### src/rtl/sks_pkg.sv
// shared constants and types for the stable key sorter
package sks_pkg;

    localparam int SKS_MAX_ITEMS = 64;
    localparam int SKS_KEY_BITS  = 16;
    localparam int TAG_BITS      = 16;
    localparam int KEY_PORT_BITS = 16;

    typedef struct packed {
        logic insert;
        logic drain;
    } cell_ctrl_t;

endpackage

### src/rtl/sks_cell.sv
// one slot of the sorting chain: holds a key and tag, inserts or shifts in step with its neighbors
module sks_cell #(
    parameter int KEY_W = sks_pkg::SKS_KEY_BITS
) (
    input  logic                        clk,
    input  logic                        rst_n,
    input  sks_pkg::cell_ctrl_t         ctrl,
    input  logic [KEY_W-1:0]            new_key,
    input  logic [sks_pkg::TAG_BITS-1:0] new_tag,
    input  logic                        prev_gt,
    input  logic [KEY_W-1:0]            left_key,
    input  logic [sks_pkg::TAG_BITS-1:0] left_tag,
    input  logic                        left_valid,
    input  logic [KEY_W-1:0]            right_key,
    input  logic [sks_pkg::TAG_BITS-1:0] right_tag,
    input  logic                        right_valid,
    output logic                        gt,
    output logic [KEY_W-1:0]            key,
    output logic [sks_pkg::TAG_BITS-1:0] tag,
    output logic                        valid
);
    import sks_pkg::*;

    logic [KEY_W-1:0]    key_reg, key_next;
    logic [TAG_BITS-1:0] tag_reg, tag_next;
    logic                valid_reg, valid_next;

    // first slot holding a larger key takes the new item, so equal keys keep arrival order
    assign gt = !valid_reg || (key_reg > new_key);

    always_comb
    begin
        key_next   = key_reg;
        tag_next   = tag_reg;
        valid_next = valid_reg;
        if (ctrl.insert && gt)
        begin
            if (prev_gt)
            begin
                key_next   = left_key;
                tag_next   = left_tag;
                valid_next = left_valid;
            end
            else
            begin
                key_next   = new_key;
                tag_next   = new_tag;
                valid_next = 1'b1;
            end
        end
        else if (ctrl.drain)
        begin
            key_next   = right_key;
            tag_next   = right_tag;
            valid_next = right_valid;
        end
    end

    always_ff @(posedge clk or negedge rst_n)
    begin
        if (!rst_n)
        begin
            valid_reg <= 1'b0;
        end
        else
        begin
            valid_reg <= valid_next;
        end
    end

    always_ff @(posedge clk)
    begin
        key_reg <= key_next;
        tag_reg <= tag_next;
    end

    assign key   = key_reg;
    assign tag   = tag_reg;
    assign valid = valid_reg;

endmodule

### config.mk
export PLATFORM = sky130hd
export DESIGN_NAME = sks_cell
export DESIGN_NICKNAME = d
export VERILOG_FILES = /design/src/rtl/sks_pkg.sv /design/src/rtl/sks_cell.sv
export SDC_FILE = /design/constraint.sdc
export NUM_CORES = 1
export LEC_CHECK = 0
export ABC_AREA = 0
export BUFFER_PORTS_ARGS = -buffer_cell sky130_fd_sc_hd__buf_2
export CAP_MARGIN = 20
export CORE_ASPECT_RATIO = 0.6
export CORE_MARGIN = 1
export CORE_UTILIZATION = 35
export CTS_BUF_LIST = sky130_fd_sc_hd__clkbuf_4 sky130_fd_sc_hd__clkbuf_8
export CTS_CLUSTER_DIAMETER = 100
export DETAILED_ROUTE_END_ITERATION = 8
export PLACE_DENSITY = 0.66
export SYNTH_ARGS = -nofsm -noshare
export SYNTH_HDL_FRONTEND = slang
export SYNTH_SLANG_ARGS = --single-unit
### constraint.sdc
create_clock -name clk -period 4.5 [get_ports clk]
set_input_delay 0.9 -clock clk [delete_from_list [all_inputs] [get_ports clk]]
set_output_delay 0.9 -clock clk [all_outputs]
set_load 0.1 [all_outputs]
After elaboration in Yosys (flattened, before gate mapping)

Index checks and enable logic that the tools add are counted.

Bits in registers: 33
Latch bits: 0
Memory bits (writable): 0
ROM bits: 0
Input bits: 103
Output and inout bits: 34
Word-level logic and storage cells: 17
Memories kept: 0

$add $sub $neg: 0
$mul: 0
Div/mod/pow operators: 0
$lt $le $gt $ge: 1
Equal/unequal tests: 0
Shift operators: 0
Muxes and demuxes: 9
Bitwise gates (word level): 0
Reductions and logical operators: 4

Operators by type and width:

| kind                | count |
|---|---|
| 16-bit two-way mux  | 6 |
| 16-bit > comparator | 1 |
| 1-bit two-way mux   | 3 |
| 2-bit nonzero test  | 1 |
| 1-bit logical AND   | 1 |
| 1-bit logical NOT   | 1 |
| 1-bit logical OR    | 1 |

Depth between registers and ports, before layout

Gate-level depths: netlist of the first run.

Depth after elaboration: 4
Depth in mapped cells: 9
Mapped depth without buffers: 7

Worst setup path before layout of the first run

OpenSTA, ideal clock, no wires.

Path kind: register -> output
Start point: register key_reg[15], in the netlist key[15]
End point: output gt
Arrival time: 4184 ps
Required time: 3600 ps
Path slack: -584 ps
Stages on the path, launching flop included: 7
Path buffers: 0
Path through: edfxtp_1 ha_1 nand4_2 nor4_1 a21boi_1 nor4_1 o21ai_0

Longest elaborated chain between the ends: 2

RTL lines:

| element                | line           | text |
|---|---|---|
| start, declared        | sks_cell.sv:24 | `logic [KEY_W-1:0] key_reg, key_next;` |
| start signal, assigned | sks_cell.sv:73 | `key_reg <= key_next;` |
| 16-bit > comparator    | sks_cell.sv:29 | `assign gt = !valid_reg \|\| (key_reg > new_key);` |
| 1-bit logical OR       | sks_cell.sv:29 |  |
| end, declared          | sks_cell.sv:17 | `output logic gt,` |

Every way passes these cells.

Worst setup path after layout of the first run

Start point: input new_key[15]
End point: output gt

Longest elaborated chain between the ends: 2

RTL lines:

| element             | line           | text |
|---|---|---|
| start, declared     | sks_cell.sv:8  | `input logic [KEY_W-1:0] new_key,` |
| 16-bit > comparator | sks_cell.sv:29 |  |
| 1-bit logical OR    | sks_cell.sv:29 |  |

Every way passes these cells.

==> results of run 1 <==
-- metal layers --
layer | track usage | vias to the layer above | wire length, µm
met3 | 0.0556 | 2 | 491
met1 | 0.218 | 837 | 2650
met2 | 0.248 | 81 | 2300
li1 | - | 959 | -
met4 | 0.0377 | 0 | 18
met5 | 0 | - | 0
-- worst max path at each step --
stage / start / cells after the start / to / slack [ns]
after global placement: new_key[15] / 9 / gt / 0.79
after CTS: new_key[15] / 9 / gt / 0.69
after global routing: new_key[15] / 9 / gt / 0.56
after detailed placement: new_key[15] / 9 / gt / 0.70
after floorplan: key[15] / 6 / gt / 0.17
final: new_key[15] / 9 / gt / 0.67
-- report_power, final --
| part | total, µW | switching, µW | internal [µW] |
|---|---|---|---|
| registers | 424 | 21.0 | 403 |
| clock network | 211 | 107 | 104 |
| logic | 688 | 507 | 182 |
| total | 1320 | 634 | 689 |
-- critical path, stage by stage --
cell and delay, ns:
buf_2 0.07, inv_1 0.05, ha_1 0.33, nand4_2 0.17, nor4_1 0.45, a21boi_1 0.28
nor4_1 0.08, o21ai_1 0.15, buf_2 0.44
-- layout make-up --
type / count / share of cell area
Clock inverter: 3 / 0.00400
Timing Repair Buffer: 137 / 0.220
Inverter: 16 / 0.0192
Multi-Input combinational cell: 130 / 0.386
Sequential cell: 33 / 0.315
Clock buffer: 5 / 0.0220
Tap cell: 84 / 0.0336
-- through the flow --
stage	total power [µW]	instances	worst slack [ns]	area, µm²	hold WS (ns)
final	1320	408	0.674	3130	0.384
after floorplan	1010	188	0.172	2340	0.604
after CTS	1340	408	0.685	3130	0.375
after global placement	1120	400	0.793	3050	0.669
after detailed placement	1120	400	0.703	3050	0.682
after global routing	1390	408	0.558	3130	0.365
-- kinds of logic after synthesis --
family,synth area share
multiplexers,0.289
AND/OR/NAND/NOR,0.0747
flip-flops,0.420
AO/OA/AOI/OAI,0.0667
buffers and inverters,0.0640
adder cells (fa/ha/maj),0.0854
-- placed cells by master, fill, tap and decap left out, drive strengths merged, types with 2 or more instances in the layout --
| cell type | count |
|---|---|
| mux2 | 49 |
| clkbuf | 5 |
| and2 | 2 |
| edfxtp | 32 |
| mux2i | 2 |
| ha | 16 |
| nand4 | 3 |
| o21ai | 18 |
| inv | 16 |
| nor4 | 2 |
| a21oi | 5 |
| clkinv | 3 |
| nand2 | 19 |
| buf | 137 |
| nor2b | 2 |
==> results.tsv, run 1 <==
metric	value	unit
status	complete, no violations	
number of flops mapped to enable cells by yosys	32	
f_max	0.261	GHz
worst-skew pair later-pin latency	0.28	ns
Num CTS Buffers	5	
clk_skew	0.00461	ns
final hold vios	0	
critical path endpoint category	output pin	
buffers added on ports	136	
top cells by area, synth	edfxtp_1, mux2_4, mux2_2	
yosys synthesis warning count	0	
worst flop-to-flop path endpoint	key[15]	
Core ar.	6280	µm²
num ports	137	
Syn Inst Count	188	
die width	108	µm
clk slew on worst S/H paths	0.07	ns
Synth Flop Type	edfxtp_1	
post-CTS sizing	0	
Placer Congestion	0.701	
GRT Total Usage	0.161	
Critical Path RT	3.60	ns
first-pass GRT wire length	8.51	mm
drt wl/cell	13.4	µm
final core utilization	0.499	
Yosys reg bits	33	
Max Root-Sink Buffers	2	
Syn Nets	307	
CTS tree	yes	
die area	7040	µm²
reg2reg setup slack	1.47	ns
leakage	0.00156	µW
synthesized area	2340	µm²
FF+latch area	986	µm²
area of the multi-input gates	1210	µm²
GRT overflow	0	
antenna fix cells	0	
Slew @ Worst Pin	0.836	ns
Tmin final	3.83	ns
Remaining DRCs	0	
Slew headroom	0.442	
WP data arrival	2.93	ns
Async SR Flop Fraction	0.0303	
Die Height	65.4	µm
setup_tns	0	ns
final antenna-violating net count	0	
Clock Tree Root	clkbuf_8	
proportion of layout cells with a drive suffix above 1	0.605	
R2R depth	7	
top-count cell post-synth	edfxtp_1	
Setup crit start kind	input port	
layout net count	442	
Via Count	1879	
largest net degree at the start of global routing	49	
CP Max Fanout	4	
kind of critical path	input port to output pin	
Avg Cell Area, Syn	12.5	µm²
initial antenna violation count	0	
Detailed Route Iter0 Violations	76	
R2R Path Start	key[15]	
max_cap viols	0	
top-area cell type share of the netlist area	0.410	
final setup violating endpoints	0	
HPWL Detailed	4.19	mm
area leader, netlist	edfxtp_1	
post-CTS setup repair buffer count	0	
CTS sink cnt	33	
FILL cells	590	
Post-Route WL	5.46	mm
First-pass DRT Iterations	4	
Seq/Total Area, Yosys	0.420	
synth unique cells	30	
synth cell count leaders	edfxtp_1, mux2_4, mux2_2, nand2_1, o21ai_0	
area grow syn2layout	33.5	%
Max Slew Vio Count	0	
Peak VDD IR	165	µV
Tcrit/Tclk final	0.850	
vias per inst	4.61	
Core Rows	22	
RSZ-0062 raised after global routing	false	
number of global-route vias before repair	1802	
Hold Crit Class	input port to asynchronous set/reset pin	
hold buffers post-CTS	0	
pwr dens	423	nW/µm²
H-tree depth	2	
initial core utilization	0.374	
(Power assumes the default switching activity.)
==> run 2: changes to the inputs <==
clock period = 3.7 ns   (was 4.5 ns; I/O delays follow)
==> results.tsv, run 2 (same netlist as run 1, synthesis figures left out) <==
metric	value	unit
status	complete, no violations	
Tmin final	3.35	ns
post-CTS setup repair buffer count	0	
delay-heaviest family, CP	simple AND/OR/NAND/NOR gates	
antenna fix cells	0	
post-CTS sizing	0	
drt wl/cell	13.4	µm
Remaining DRCs	0	
final antenna-violating net count	0	
First-pass DRT Iterations	4	
Post-Route WL	5.48	mm
Tcrit/Tclk final	0.906	
CP cell instances	buf_2 -> inv_1 -> ha_1 -> nand4_2 -> nor4_1 -> a21boi_1 -> nor4_1 -> o21ai_2 -> buf_12	
Max Slew Vio Count	0	
proportion of layout cells with a drive suffix above 1	0.614	
most frequent cells in the layout	buf_2, edfxtp_1, mux2_4, mux2_2, nand2_1	
leakage	0.00157	µW
worst-skew pair later-pin latency	0.28	ns
R2R depth	7	
first-pass GRT wire length	8.17	mm
Core Rows	22	
kind of critical path	input port to output pin	
initial core utilization	0.374	
reg2reg setup slack	0.67	ns
Die Height	65.4	µm
Via Count	1892	
Placer Congestion	0.704	
Slew headroom	0.448	
critical path endpoint category	output pin	
switch share	0.478	
die area	7040	µm²
Comb pwr share	0.519	
GRT overflow	0	
num ports	137	
Setup crit start kind	input port	
GRT Total Usage	0.155	
Reg power frac	0.317	
CP Max Fanout	4	
max_cap viols	0	
Core ar.	6280	µm²
RSZ-0062 raised after global routing	false	
worst flop-to-flop path endpoint	tag[1]	
CTS sink cnt	33	
pwr dens	518	nW/µm²
buffers added on ports	136	
final setup violating endpoints	0	
R2R Path Start	key[14]	
Hold Crit Class	input port to asynchronous set/reset pin	
vias per inst	4.64	
f_max	0.298	GHz
Slowest-stage cell, CP	nor4_1	
hold buffers post-CTS	0	
clk slew on worst S/H paths	0.07	ns
Post-Layout Cell Count	408	
Switching Power	781	µW
final hold vios	0	
CTS tree	yes	
Max Root-Sink Buffers	2	
layout net count	442	
area grow syn2layout	34.5	%
HPWL Detailed	4.27	mm
number of global-route vias before repair	1676	
setup_tns	0	ns
H-tree depth	2	
clk_skew	0.00497	ns
die width	108	µm
Peak VDD IR	228	µV
Worst Setup SP	new_key[15]	
leading cell type in the layout, fill and taps excluded	buf_2	
Slew @ Worst Pin	0.828	ns
Top cell by count, worst path	nor4_1	
Critical Path Max Stage Delay	0.45	ns
Internal	852	µW
Detailed Route Iter0 Violations	45	
WP buf/inv	3	
Clock Tree Root	clkbuf_8	
Clock power frac	0.164	
worst hold margin	0.222	ns
largest net degree at the start of global routing	49	
placed cell count	400	
WP data arrival	2.61	ns
initial antenna violation count	0	
Critical Path RT	2.96	ns
Num CTS Buffers	5	
run 2: power groups by stage:
| stage | clock [µW] | combinational [µW] | sequential [µW] |
|---|---|---|---|
| 2_1_floorplan | 0 | 280 | 953 |
| 3_3_place_gp | 0 | 844 | 524 |
| 3_5_place_dp | 0 | 852 | 526 |
| 4_1_cts | 281 | 854 | 518 |
| 5_1_grt | 298 | 888 | 525 |
| 6_report | 268 | 847 | 518 |
run 2: worst max path at each step:
stage / endpoint / slack [ns] / depth (start not counted)
2_1_floorplan: gt / 0.06 / 6
3_3_place_gp: tag[15] / 0.37 / 9
3_5_place_dp: tag[1] / 0.20 / 9
4_1_cts: gt / 0.33 / 9
5_1_grt: gt / 0.19 / 9
6_report: gt / 0.35 / 9
run 2: cell type report:
cell class / count / area [µm²]
flip-flops and latches: 33 / 986
repair buffers: 137 / 703
multi-input cells: 130 / 1210
clock inverters: 3 / 17.5
inverters: 16 / 60.1
clock buffers: 5 / 68.8
fillers: 595 / 3120
well taps: 84 / 105
run 2: through the flow:
stage	cell area (µm²)	power, µW	utilization	setup slack (ns)
after global placement	3070	1370	0.489	0.373
after global routing	3150	1710	0.503	0.193
after detailed placement	3070	1380	0.489	0.202
after floorplan	2350	1230	-	0.0565
after CTS	3150	1650	0.503	0.327
final	3150	1630	0.503	0.347
run 2: per-layer routing:
layer / share of wire / vias to the layer above / GRT usage
li1: - / 958 / -
met1: 0.48 / 851 / 0.214
met2: 0.43 / 81 / 0.236
met3: 0.083 / 2 / 0.0486
met4: 0.0038 / 0 / 0.0360
met5: 0 / - / 0
